`src/hdl/assert_macros.svh`:
```
// ----------------------------------------------------------------------------
// Assertion macros
// Concurrent-check wrappers; compiled out when SYNTH is defined.
// ----------------------------------------------------------------------------
`ifndef ASSERT_MACROS_SVH
`define ASSERT_MACROS_SVH
`ifndef SYNTH
`define ASSERT_AT(lbl, prop) lbl: assert property (@(posedge clk) disable iff (!arst_n) \
	prop) else $error("%m: check failed");
`define ASSERT_NEVER(lbl, cond) lbl: assert property (@(posedge clk) disable iff (!arst_n) \
	!(cond)) else $error("%m: forbidden condition seen");
`else
`define ASSERT_AT(lbl, prop)
`define ASSERT_NEVER(lbl, cond)
`endif
`endif

```
`src/hdl/hce_pkg.sv`:
```
// ----------------------------------------------------------------------------
// hce_pkg
// Types and constants shared by the Hill cipher encrypt unit.
// ----------------------------------------------------------------------------
package hce_pkg;

	localparam int unsigned BLOCK_N     = 3;   // letters per block, 2..4
	localparam int unsigned LTR_W       = 5;   // letter index width
	localparam int unsigned CHAR_W      = 7;   // ASCII width
	localparam int unsigned KEY_W       = 20;
	localparam int unsigned KEY_ROWS    = 4;
	localparam int unsigned CFG_IDX_W   = 2;
	localparam int unsigned ALPHABET    = 26;
	localparam int unsigned LETTER_BASE = 97;

	localparam int unsigned ROW_W = (BLOCK_N > 1) ? $clog2(BLOCK_N) : 1;
	localparam int unsigned CNT_W = ROW_W;

	// row sum: up to BLOCK_N products of two 5-bit values
	localparam int unsigned SUM_MAX = BLOCK_N * 31 * 31;
	localparam int unsigned SUM_W   = $clog2(SUM_MAX + 1);
	// quotient estimate x*RECIP >> RECIP_SH is floor(x/26) or one below it
	localparam int unsigned RECIP    = 2520;
	localparam int unsigned RECIP_W  = 12;
	localparam int unsigned RECIP_SH = 16;
	localparam int unsigned Q_W      = SUM_W - 4;
	localparam int unsigned REM_W    = 6;      // remainder before fix-up, < 52

	localparam int unsigned QDEPTH = 2;
	localparam int unsigned QPTR_W = $clog2(QDEPTH);
	localparam int unsigned QCNT_W = $clog2(QDEPTH + 1);

	typedef logic [LTR_W-1:0]        ltr_t;
	typedef ltr_t [BLOCK_N-1:0]      blk_t;
	typedef logic [KEY_W-1:0]        key_row_t;
	typedef key_row_t [BLOCK_N-1:0]  key_mat_t;

	typedef struct packed {
		logic vld;
		blk_t blk;
	} push_t;

	typedef struct packed {
		logic full;
		logic nonempty;
	} q_stat_t;

endpackage

```
`src/hdl/hill_cipher_encrypt_unit.sv`:
```
// ----------------------------------------------------------------------------
// hill_cipher_encrypt_unit
// Hill cipher encryptor, BLOCK_N x BLOCK_N key, lowercase ASCII in and out.
// ----------------------------------------------------------------------------
// Takes one plaintext letter per cycle unless plain_stall is raised.
// Letters are gathered into blocks of BLOCK_N; a completed block goes
// into a two-entry queue, and the matrix engine drains it one key row per
// cycle unless cipher_stall holds the output, so a block's BLOCK_N
// ciphertext letters leave one per cycle and the sustained rate is one
// letter in and one out per cycle. The first letter of a block passes the
// queue write, then the row sum, quotient estimate and remainder/output
// registers; block_end marks each block's last letter. Key rows are written
// via wr_en / wr_index / wr_data, entry c of a row in bits 5c+4..5c; the
// user must write them only while the unit is idle, which is not enforced.
module hill_cipher_encrypt_unit import hce_pkg::*; (
	input  logic                 clk,
	input  logic                 arst_n,
	input  logic                 wr_en,
	input  logic [CFG_IDX_W-1:0] wr_index,
	input  logic [KEY_W-1:0]     wr_data,
	input  logic                 plain_valid,
	output logic                 plain_stall,
	input  logic [CHAR_W-1:0]    plain_letter,
	output logic                 cipher_valid,
	input  logic                 cipher_stall,
	output logic [CHAR_W-1:0]    cipher_letter,
	output logic                 block_end
);

	key_row_t key_q [KEY_ROWS];
	key_mat_t key;
	push_t    push;
	q_stat_t  q_stat;
	blk_t     head;
	logic     pop;

	always_ff @(posedge clk or negedge arst_n) begin
		if (!arst_n) begin
			for (int r = 0; r < KEY_ROWS; r++) begin
				key_q[r] <= '0;
			end
		end else if (wr_en) begin
			key_q[wr_index] <= wr_data;
		end
	end

	always_comb begin
		for (int r = 0; r < BLOCK_N; r++) begin
			key[r] = key_q[r];
		end
	end

	hce_front u_front (
		.clk          (clk),
		.arst_n       (arst_n),
		.plain_valid  (plain_valid),
		.plain_stall  (plain_stall),
		.plain_letter (plain_letter),
		.q_stat       (q_stat),
		.push         (push)
	);

	hce_queue u_queue (
		.clk    (clk),
		.arst_n (arst_n),
		.push   (push),
		.pop    (pop),
		.q_stat (q_stat),
		.head   (head)
	);

	hce_back u_back (
		.clk           (clk),
		.arst_n        (arst_n),
		.key           (key),
		.q_stat        (q_stat),
		.head          (head),
		.pop           (pop),
		.cipher_valid  (cipher_valid),
		.cipher_stall  (cipher_stall),
		.cipher_letter (cipher_letter),
		.block_end     (block_end)
	);

endmodule

```
`src/hdl/hce_front.sv`:
```
// ----------------------------------------------------------------------------
// hce_front
// Takes plaintext letters, maps them to 0..25 and gathers a full block.
// ----------------------------------------------------------------------------
module hce_front import hce_pkg::*; (
	input  logic              clk,
	input  logic              arst_n,
	input  logic              plain_valid,
	output logic              plain_stall,
	input  logic [CHAR_W-1:0] plain_letter,
	input  q_stat_t           q_stat,
	output push_t             push
);

	ltr_t             held_q [BLOCK_N-1];
	logic [CNT_W-1:0] cnt_q;
	ltr_t             ltr;
	logic             accept;
	logic             completes;

	assign ltr         = LTR_W'(plain_letter - CHAR_W'(LETTER_BASE));
	assign completes   = (cnt_q == CNT_W'(BLOCK_N - 1));
	assign plain_stall = completes && q_stat.full;
	assign accept      = plain_valid && !plain_stall;

	always_comb begin
		push.vld = accept && completes;
		for (int k = 0; k < BLOCK_N - 1; k++) begin
			push.blk[k] = held_q[k];
		end
		push.blk[BLOCK_N-1] = ltr;
	end

	always_ff @(posedge clk or negedge arst_n) begin
		if (!arst_n) begin
			cnt_q <= '0;
		end else if (accept) begin
			if (completes) begin
				cnt_q <= '0;
			end else begin
				cnt_q <= cnt_q + CNT_W'(1);
			end
		end
	end

	// shift line: oldest letter ends up in entry 0
	always_ff @(posedge clk) begin
		if (accept) begin
			for (int i = 0; i < BLOCK_N - 2; i++) begin
				held_q[i] <= held_q[i+1];
			end
			held_q[BLOCK_N-2] <= ltr;
		end
	end

endmodule

```
`src/hdl/hce_queue.sv`:
```
// ----------------------------------------------------------------------------
// hce_queue
// Short block queue between the letter gatherer and the matrix engine.
// ----------------------------------------------------------------------------
module hce_queue import hce_pkg::*; (
	input  logic    clk,
	input  logic    arst_n,
	input  push_t   push,
	input  logic    pop,
	output q_stat_t q_stat,
	output blk_t    head
);

`include "assert_macros.svh"

	blk_t              slot_q [QDEPTH];
	logic [QPTR_W-1:0] wr_ptr_q;
	logic [QPTR_W-1:0] rd_ptr_q;
	logic [QCNT_W-1:0] cnt_q;

	assign q_stat.full     = (cnt_q == QCNT_W'(QDEPTH));
	assign q_stat.nonempty = (cnt_q != '0);
	assign head            = slot_q[rd_ptr_q];

	always_ff @(posedge clk or negedge arst_n) begin
		if (!arst_n) begin
			wr_ptr_q <= '0;
			rd_ptr_q <= '0;
			cnt_q    <= '0;
		end else begin
			if (push.vld) begin
				wr_ptr_q <= (wr_ptr_q == QPTR_W'(QDEPTH - 1)) ? '0 : wr_ptr_q + QPTR_W'(1);
			end
			if (pop) begin
				rd_ptr_q <= (rd_ptr_q == QPTR_W'(QDEPTH - 1)) ? '0 : rd_ptr_q + QPTR_W'(1);
			end
			if (push.vld && !pop) begin
				cnt_q <= cnt_q + QCNT_W'(1);
			end else if (pop && !push.vld) begin
				cnt_q <= cnt_q - QCNT_W'(1);
			end
		end
	end

	always_ff @(posedge clk) begin
		if (push.vld) begin
			slot_q[wr_ptr_q] <= push.blk;
		end
	end

	`ASSERT_NEVER(a_no_push_full, push.vld && q_stat.full)
	`ASSERT_NEVER(a_no_pop_empty, pop && !q_stat.nonempty)
	`ASSERT_AT(a_cnt_grows, push.vld && !pop |=> cnt_q == $past(cnt_q) + QCNT_W'(1))

endmodule

```
`src/hdl/hce_back.sv`:
```
// ----------------------------------------------------------------------------
// hce_back
// Matrix engine: one key row per cycle unless stalled, mod 26 reduction, output register.
// ----------------------------------------------------------------------------
module hce_back import hce_pkg::*; (
	input  logic              clk,
	input  logic              arst_n,
	input  key_mat_t          key,
	input  q_stat_t           q_stat,
	input  blk_t              head,
	output logic              pop,
	output logic              cipher_valid,
	input  logic              cipher_stall,
	output logic [CHAR_W-1:0] cipher_letter,
	output logic              block_end
);

	logic [ROW_W-1:0] row_q;
	logic             en;
	logic             issue;
	logic             row_last;
	logic [SUM_W-1:0] row_sum;

	logic             vld_s1, last_s1;
	logic [SUM_W-1:0] sum_s1;
	logic             vld_s2, last_s2;
	logic [SUM_W-1:0] sum_s2;
	logic [Q_W-1:0]   q_s2;

	logic [SUM_W+RECIP_W-1:0] q_prod;
	logic [SUM_W-1:0]         rem_full;
	logic [REM_W-1:0]         rem_raw;
	logic [LTR_W-1:0]         rem;

	logic              out_vld_q;
	logic              out_end_q;
	logic [CHAR_W-1:0] out_ltr_q;

	assign en       = !out_vld_q || !cipher_stall;
	assign issue    = en && q_stat.nonempty;
	assign row_last = (row_q == ROW_W'(BLOCK_N - 1));
	assign pop      = issue && row_last;

	always_comb begin
		row_sum = '0;
		for (int k = 0; k < BLOCK_N; k++) begin
			row_sum = row_sum + SUM_W'(key[row_q][LTR_W*k +: LTR_W]) * SUM_W'(head[k]);
		end
	end

	assign q_prod   = (SUM_W+RECIP_W)'(sum_s1) * (SUM_W+RECIP_W)'(RECIP);
	assign rem_full = sum_s2 - SUM_W'(q_s2) * SUM_W'(ALPHABET);
	assign rem_raw  = rem_full[REM_W-1:0];
	// quotient estimate may be one short
	assign rem      = (rem_raw >= REM_W'(ALPHABET)) ? LTR_W'(rem_raw - REM_W'(ALPHABET))
	                                                : LTR_W'(rem_raw);

	always_ff @(posedge clk or negedge arst_n) begin
		if (!arst_n) begin
			row_q     <= '0;
			vld_s1    <= 1'b0;
			vld_s2    <= 1'b0;
			out_vld_q <= 1'b0;
		end else if (en) begin
			vld_s1    <= issue;
			vld_s2    <= vld_s1;
			out_vld_q <= vld_s2;
			if (issue) begin
				row_q <= row_last ? '0 : row_q + ROW_W'(1);
			end
		end
	end

	always_ff @(posedge clk) begin
		if (en) begin
			sum_s1    <= row_sum;
			last_s1   <= row_last;
			sum_s2    <= sum_s1;
			q_s2      <= q_prod[RECIP_SH +: Q_W];
			last_s2   <= last_s1;
			out_ltr_q <= CHAR_W'(rem) + CHAR_W'(LETTER_BASE);
			out_end_q <= last_s2;
		end
	end

	assign cipher_valid  = out_vld_q;
	assign cipher_letter = out_ltr_q;
	assign block_end     = out_end_q;

endmodule
```
`config.mk`:
```
export PLATFORM = sky130hd
export DESIGN_NAME = hill_cipher_encrypt_unit
export DESIGN_NICKNAME = d
export VERILOG_FILES = /design/src/hdl/hce_pkg.sv /design/src/hdl/hill_cipher_encrypt_unit.sv /design/src/hdl/hce_front.sv /design/src/hdl/hce_queue.sv /design/src/hdl/hce_back.sv
export VERILOG_INCLUDE_DIRS = /design/src /design/src/hdl
export SDC_FILE = /design/constraint.sdc
export NUM_CORES = 1
export LEC_CHECK = 0
export BUFFER_PORTS_ARGS = -buffer_cell sky130_fd_sc_hd__buf_2
export CAP_MARGIN = 10
export CORE_MARGIN = 5
export CORE_UTILIZATION = 57
export CTS_BUF_LIST = sky130_fd_sc_hd__clkbuf_4 sky130_fd_sc_hd__clkbuf_8 sky130_fd_sc_hd__clkbuf_16
export DETAILED_ROUTE_END_ITERATION = 16
export PLACE_DENSITY = 0.89
export REMOVE_ABC_BUFFERS = 1
export SYNTH_ARGS = -nofsm -noshare
export SYNTH_HDL_FRONTEND = slang
export SYNTH_SLANG_ARGS = --single-unit
```
`constraint.sdc`:
```
create_clock -name clk -period 7.75 [get_ports clk]
set_input_delay 0.775 -clock clk [delete_from_list [all_inputs] [get_ports clk]]
set_output_delay 0.775 -clock clk [all_outputs]
set_load 0.005 [all_outputs]
```
==> results of run 1 <==
-- final timing paths --
check,to,cells past startpoint
worst min register to register,u_back.block_end,0
worst min-delay path,u_back.block_end,0
min in group asynchronous,key[45],2
max in group asynchronous,u_back.row_q[1],2
worst max-delay path,u_back.sum_s1[10],29
worst max register to register,u_back.sum_s1[10],29
-- synthesized netlist by cell type, types with 5 or more instances --
library cell / instances / area [um^2]
inv_1: 142 / 533.0
ha_1: 107 / 1339
fa_1: 85 / 1702
nor2_1: 74 / 277.8
edfxtp_1: 73 / 2192
dfrtp_1: 56 / 1401
mux2_2: 39 / 439.2
a21oi_1: 34 / 170.2
nand2_1: 32 / 120.1
mux2i_1: 31 / 310.3
xnor2_1: 29 / 254.0
mux2_1: 16 / 180.2
a21o_1: 12 / 90.09
xor2_1: 11 / 96.34
o21ai_1: 8 / 40.04
clkbuf_1: 7 / 26.28
nand2b_1: 7 / 43.79
o21bai_1: 7 / 52.55
or2_1: 6 / 37.54
nor2b_1: 5 / 31.28
nor3_1: 5 / 25.02
-- cell usage in the layout (no fill, tap or decap), types with 19 or more instances in the layout --
cell,netlist,layout
buf_2,3,36
dfrtp_1,56,55
edfxtp_1,73,73
inv_1,142,142
buf_4,0,19
nor2_1,74,74
fa_1,85,85
mux2i_1,31,29
ha_1,107,104
a21oi_1,34,24
xnor2_1,29,28
nand2_1,32,32
mux2_2,39,39
-- cell families after synthesis --
kind of cell	synth area share, %
XOR/XNOR	3.846
AO/OA/AOI/OAI	5.286
flip-flops	36.94
buffers and inverters	5.981
AND/OR/NAND/NOR	6.997
adder cells (fa/ha/maj)	31.25
multiplexers	9.698
-- registers in the layout, indices dropped and copies added, names as in the netlist, 2 cells and up --
register	cells
key	45
u_back.cipher_letter	7
u_back.q_s2	5
u_back.row_q	2
u_back.sum_s1	12
u_back.sum_s2	6
u_front.cnt_q	2
u_front.held_q	10
u_queue.cnt_q	2
u_queue.slot_q	30
-- metrics by stage --
step	instances	util (%)	cell area, um^2
floorplan	822	-	9679
global placement	1098	61.98	10310
finish	1133	66.38	11050
global route	1133	66.38	11050
CTS	1130	65.53	10910
detailed placement	1098	61.98	10310
-- repair_timing --
item | in CTS | in global routing
gates cloned | 0 | 0
hold endpoints to repair | 0 | 0
resized for setup | 1 | 22
pin swaps | 0 | 9
setup buffers | 0 | 3
setup endpoints to repair | 3 | 5
hold buffers | 0 | 0
-- area by class of cell --
class	instances	share of cell area, %
clock inverters	14	1.393
well taps	220	2.492
flip-flops and latches	129	32.54
clock buffers	18	3.919
multi-input cells	551	51.34
repair buffers	59	3.489
inverters	142	4.825
-- routing by layer --
metal | vias to the layer above | track usage [%] | wire length (um)
met5 | - | 0 | 0
met4 | 0 | 10.66 | 656
met3 | 53 | 4.402 | 852
met2 | 196 | 36.95 | 10510
met1 | 3196 | 22.54 | 7458
li1 | 2920 | - | -
==> results.toml, run 1 <==
[drt]
via_per_inst = 5.618
routedWlPerCell_um = 17.19
first_iter_violations = 307
routed_wl_um = 19480
postRouteAntennaNets = 0
vias = 6365
dr.pass1.iters = 5
drc = 0

[cts]
path_clk_slew_ns = 0.06
htreeDepth = 4
cts_buffer_depth = 2
cts_root_buf = "clkbuf_16"
clkSinkCount = 129
cts_made_buffers = 17
clkLatencyLatePin_ns = 0.43
cts_tree = "yes"

[logic_synthesis]
yosysWarningCount = 0
seq_area_frac_synth_pct = 36.94
syn_inst = 834
syn_area_um2 = 9728
ys_ff_latch = 129
syn_avg_cell_area_um2 = 11.66
synthArstFlopShare_pct = 43.41
synth_edf_count = 73
synth_cell_type_count = 49
synth-main-ff-cell = "edfxtp_1"

[setup_path]
r2r_start = "u_back.row_q[1]"
cp-startpoint = "u_back.row_q[1]"
cp-start-kind = "register"
crit_path_max_fanout = 8
crit_path_end_kind = "register"
path_delay_family = "adder cells"
cp.arrival_ns = 7.65
criticalPathCategory = "reg -> reg"
reg2reg_slack_ns = 0.27
cp_num_buf_inv = 7
worstPathRequired_ns = 7.92
cpMostUsedCell = "fa_1"
critPathSlowestCell = "fa_1"
cpPeakStageDelay_ns = 0.55

[global_route]
overflow = 0
first_global_vias = 6988
grt_start_max_net_pins = 57
antenna_found_initial = 0
gr-usage-all-layers_pct = 20.45
grt_pass1_wl_um = 32250

[cells_and_area]
layout.nets = 1126
drive_above_1_share_pct = 16.98
multi_input_area_um2 = 5672
layout.area.seq_um2 = 3595
antenna_cells_inserted = 0
fillers = 1089
area_growth_pct = 13.56

[die]
die_y_um = 140.6
die_x_um = 140.6
die_area_um2 = 19780
coreArea_um2 = 16640
rows = 47
initial_core_util_pct = 58.45
ioPinCount = 44

[timing]
slew_violations = 0
post-route-period-util_pct = 96.51
holdWs_ns = 0.4380
maxSlewHeadroom_pct = 23.82
finalCriticalPeriod_ns = 7.479
fmax_mhz = 133.7
fin_worst_skew_ns = 0.01408
tightestPinTransition_ns = 1.140
setup_tns_ns = 0
setup_ws_ns = 0.2707
finalHoldViolCount = 0
finalSetupViolations = 0

[min_path]
holdCritStartpoint = "u_back.last_s2"
hp-class = "reg -> reg"

[placement]
place_worst_setup_slack_ns = 0.01716
numPortBuffers = 36
place.gp.congestion = 0.8776
dp_hpwl_um = 13710

[job]
drv_cap = 0

[outcome]
status = "finished, final reports clean"
Power of run 1 is left out: the tool's default activity adds up to more than one toggle a clock period on the data nets, which glitch-free logic cannot reach.
==> inputs of run 2 (changes only) <==
--- a/config.mk
+++ b/config.mk
@@ -9,10 +9,10 @@
 export BUFFER_PORTS_ARGS = -buffer_cell sky130_fd_sc_hd__buf_2
 export CAP_MARGIN = 10
 export CORE_MARGIN = 5
-export CORE_UTILIZATION = 57
+export CORE_UTILIZATION = 68
 export CTS_BUF_LIST = sky130_fd_sc_hd__clkbuf_4 sky130_fd_sc_hd__clkbuf_8 sky130_fd_sc_hd__clkbuf_16
 export DETAILED_ROUTE_END_ITERATION = 16
-export PLACE_DENSITY = 0.89
+export PLACE_DENSITY = 0.95
 export REMOVE_ABC_BUFFERS = 1
 export SYNTH_ARGS = -nofsm -noshare
 export SYNTH_HDL_FRONTEND = slang
==> constraint.sdc (replaced) <==
create_clock -name clk -period 9.66 [get_ports clk]
set_input_delay 0.966 -clock clk [delete_from_list [all_inputs] [get_ports clk]]
set_output_delay 0.966 -clock clk [all_outputs]
set_load 0.005 [all_outputs]
==> run 2 against run 1 <==
Net effect:
- die area is 15% lower
- worst setup slack better by 0.70 ns
- global-route usage is 6.6 points higher
- clock skew fell by 0.0019 ns
- core utilization is 11 points higher
- largest cell class unchanged
- highest routed layer unchanged
==> results.toml, run 2 (same netlist as run 1, synthesis figures left out) <==
[timing]
tightestPinTransition_ns = 1.133
finalCriticalPeriod_ns = 8.691
slew_violations = 0
setup_ws_ns = 0.9686
maxSlewHeadroom_pct = 24.33
rsz0062_at_grt = "no"
fin_worst_skew_ns = 0.01218
post-route-period-util_pct = 89.97
finalSetupViolations = 0
fmax_mhz = 115.1
setup_tns_ns = 0
finalHoldViolCount = 0

[cts]
post-cts-setup-buffer-count = 0
cts_made_buffers = 17
htreeDepth = 4
clkSinkCount = 129
cts_root_buf = "clkbuf_16"
cts_hold_buffers = 0
cts_resized = 0
path_clk_slew_ns = 0.06
cts_buffer_depth = 2
clkLatencyLatePin_ns = 0.42
cts_tree = "yes"

[cells_and_area]
layout_common_cells = "inv_1 (142), ha_1 (107), fa_1 (85)"
drive_above_1_share_pct = 13.38
area_growth_pct = 10.26
largest_reg_flops = 45
layout.nets = 1110
antenna_cells_inserted = 0
layout_commonest_cell = "inv_1"

[setup_path]
cp-start-kind = "register"
reg2reg_to = "u_back.sum_s1[10]"
crit_path_end_kind = "register"
criticalPathCategory = "reg -> reg"
reg2reg_slack_ns = 0.97
path_delay_family = "adder cells"
critPathSlowestCell = "dfrtp_1"
r2r_start = "u_back.row_q[0]"
cpPeakStageDelay_ns = 0.75
cp.arrival_ns = 8.86
cpMostUsedCell = "fa_1"
crit_path_max_fanout = 19
cp_num_buf_inv = 6
worstPathRequired_ns = 9.83
r2r_cells = 28

[global_route]
first_global_vias = 7365
antenna_found_initial = 0
overflow = 0
grt_start_max_net_pins = 57
grt_pass1_wl_um = 34820
gr-usage-all-layers_pct = 27.05

[drt]
wl_met2_um = 11570
met3_length_um = 886
via_per_inst = 5.950
wl_met1_um = 7302
vias = 6408
routed.top_layer = "met4"
routedWlPerCell_um = 19.28
dr.pass1.iters = 7
drc = 0
first_iter_violations = 385
routed_wl_um = 20770
postRouteAntennaNets = 0

[min_path]
hp-class = "reg -> reg"
holdPathStages = 0
hold_path_end = "u_back.last_s2"
holdCritStartpoint = "u_back.last_s1"

[job]
drv_cap = 0

[placement]
dp_hpwl_um = 14840
place_worst_setup_slack_ns = 1.249
place.gp.congestion = 0.9836
numPortBuffers = 36

[die]
ioPinCount = 44
initial_core_util_pct = 69.81
die_y_um = 129.6
rows = 43
die_area_um2 = 16800
coreArea_um2 = 13930
die_x_um = 129.6

[outcome]
status = "finished, final reports clean"
[run 2: metrics by stage]
stage | area, um^2 | util [%] | hold WS [ns] | std cells
5_1_grt | 10730 | 76.98 | 0.4562 | 1077
4_1_cts | 10730 | 76.98 | 0.4331 | 1077
3_5_place_dp | 10140 | 72.78 | 0.4054 | 1045
6_report | 10730 | 76.98 | 0.4306 | 1077
2_1_floorplan | 9679 | - | 0.4003 | 822
3_3_place_gp | 10140 | 72.78 | 0.4054 | 1045
[run 2: area by class of cell]
| class | instances | area [um^2] |
|---|---|---|
| Tap cell | 180 | 225.2 |
| Clock buffer | 20 | 465.4 |
| Inverter | 142 | 533.0 |
| Clock inverter | 12 | 118.9 |
| Sequential cell | 129 | 3593 |
| Timing Repair Buffer | 43 | 232.7 |
| Fill cell | 726 | 3208 |
| Multi-Input combinational cell | 551 | 5558 |
[run 2: worst max path at each step]
stage                    start  slack (ns)                end  cells past startpoint
4_1_cts        u_back.row_q[0]        1.10  u_back.sum_s1[10]                     28
6_report       u_back.row_q[0]        0.97  u_back.sum_s1[10]                     28
3_5_place_dp   u_back.row_q[1]        1.25  u_back.sum_s1[10]                     29
5_1_grt        u_back.row_q[0]        0.65  u_back.sum_s1[10]                     28
3_3_place_gp   u_back.row_q[1]        1.49  u_back.sum_s1[10]                     29
2_1_floorplan  u_back.row_q[1]        1.43  u_back.sum_s1[10]                     27
[run 2: layer usage]
metal  GRT usage [%]  vias to the layer above
li1                -                     2888
met1           27.92                     3169
met2           50.99                      259
met3           5.029                       92
met4           15.16                        0
met5               0                        -
Power of run 2 is left out for the same reason.
==> inputs of run 3 (changes only) <==
--- a/config.mk
+++ b/config.mk
@@ -8,6 +8,7 @@
 export LEC_CHECK = 0
 export BUFFER_PORTS_ARGS = -buffer_cell sky130_fd_sc_hd__buf_2
 export CAP_MARGIN = 10
+export CORE_ASPECT_RATIO = 1.25
 export CORE_MARGIN = 5
 export CORE_UTILIZATION = 68
 export CTS_BUF_LIST = sky130_fd_sc_hd__clkbuf_4 sky130_fd_sc_hd__clkbuf_8 sky130_fd_sc_hd__clkbuf_16
==> run 3 against run 2 <==
Net effect:
- hold slack barely moved
- maximum frequency rose by 0.29%
- sequential cell count is the same
- register-to-register slack gained 0.02 ns
- sequential share of layout area up 0.070 points
- clock-buffer cell count fell by 2
- clock skew grew 0.0018 ns
- global-route usage increased by 0.75 points
- critical endpoint unchanged
- core utilization decreased by 1.7 points
- largest cell class unchanged
- first-iteration DRC count decreased by 3.6%
- worst setup slack better by 0.025 ns
==> results.toml, run 3 (same netlist as run 1, synthesis figures left out) <==
[timing]
setup_tns_ns = 0
finalHoldViolCount = 0
finalCriticalPeriod_ns = 8.666
post-route-period-util_pct = 89.72
fin_worst_skew_ns = 0.01402
slew_violations = 0
tightestPinTransition_ns = 1.125
finalSetupViolations = 0
fmax_mhz = 115.4
maxSlewHeadroom_pct = 24.88
setup_ws_ns = 0.9935
rsz0062_at_grt = "no"

[cells_and_area]
drive_above_1_share_pct = 13.38
antenna_cells_inserted = 0
layout_commonest_cell = "inv_1"
layout_common_cells = "inv_1 (142), ha_1 (107), fa_1 (85)"
layout.nets = 1110
area_growth_pct = 10.03
largest_reg_flops = 45
final_area_um2 = 10700
fillers = 791
layout.area.seq_um2 = 3593
multi_input_area_um2 = 5558
fin_cells = 1075

[die]
ioPinCount = 44
die_x_um = 117.0
rows = 49
die_area_um2 = 16810
die_y_um = 143.7
coreArea_um2 = 14220
initial_core_util_pct = 68.39

[setup_path]
criticalPathCategory = "reg -> reg"
crit_path_max_fanout = 20
reg2reg_slack_ns = 0.99
crit_path_end_kind = "register"
worstPathRequired_ns = 9.82
cpMostUsedCell = "fa_1"
critPathSlowestCell = "dfrtp_1"
cp.arrival_ns = 8.83
cp-start-kind = "register"
cpPeakStageDelay_ns = 0.78

[drt]
dr.pass1.iters = 5
routedWlPerCell_um = 20.19
drc = 0
vias = 6446
via_per_inst = 5.996
first_iter_violations = 371
postRouteAntennaNets = 0
routed_wl_um = 21700

[job]
drv_cap = 0

[global_route]
grt_start_max_net_pins = 57
grt_pass1_wl_um = 35110
antenna_found_initial = 0
gr-usage-all-layers_pct = 27.79
overflow = 0
first_global_vias = 7316

[cts]
post-cts-setup-buffer-count = 0
cts_resized = 0
cts_tree = "yes"
cts_root_buf = "clkbuf_16"
path_clk_slew_ns = 0.06
clkLatencyLatePin_ns = 0.42
cts_buffer_depth = 2
cts_hold_buffers = 0
htreeDepth = 4
cts_made_buffers = 17
clkSinkCount = 129

[placement]
place_worst_setup_slack_ns = 1.301
dp_cells = 1043
placed_cell_area_um2 = 10140
dp_hpwl_um = 14800
numPortBuffers = 36
place.gp.congestion = 0.8909

[outcome]
status = "finished, final reports clean"

[min_path]
hp-class = "reg -> reg"
[run 3: stage by stage]
stage | hold WS [ns] | util, %
2_1_floorplan | 0.4003 | -
3_3_place_gp | 0.4039 | 71.29
3_5_place_dp | 0.4119 | 71.29
4_1_cts | 0.4328 | 75.26
5_1_grt | 0.4564 | 75.26
6_report | 0.4309 | 75.26
[run 3: worst paths after layout]
check | depth (start not counted) | start | endpoint
max reg2reg | 28 | u_back.row_q[0] | u_back.sum_s1[10]
min | 0 | u_back.last_s2 | u_back.block_end
max in group asynchronous | 2 | arst_n | key[34]
min reg2reg | 0 | u_back.last_s2 | u_back.block_end
min in group asynchronous | 2 | arst_n | u_back.vld_s2
max | 28 | u_back.row_q[0] | u_back.sum_s1[10]
[run 3: cell type report]
type,instances,share of cell area [%]
Timing Repair Buffer,43,2.174
Tap cell,178,2.081
Inverter,142,4.980
Clock buffer,18,4.044
Clock inverter,14,1.227
Multi-Input combinational cell,551,51.92
Sequential cell,129,33.57
[run 3: critical path, delay by kind of cell (launching register included)]
family          cells  cell delay, ns
compound gates      8            1.49
xor+xnor            2            0.26
fa+ha+maj          10            4.71
buf+inv             6            0.61
flops               1            0.78
simple gates        2            0.54
[run 3: per-layer routing]
metal  GRT usage [%]  wire, um
met2           52.53     12190
met1           27.38      7361
met3           5.055       908
met5               0         0
met4           16.97      1248
Power of run 3 is left out for the same reason.
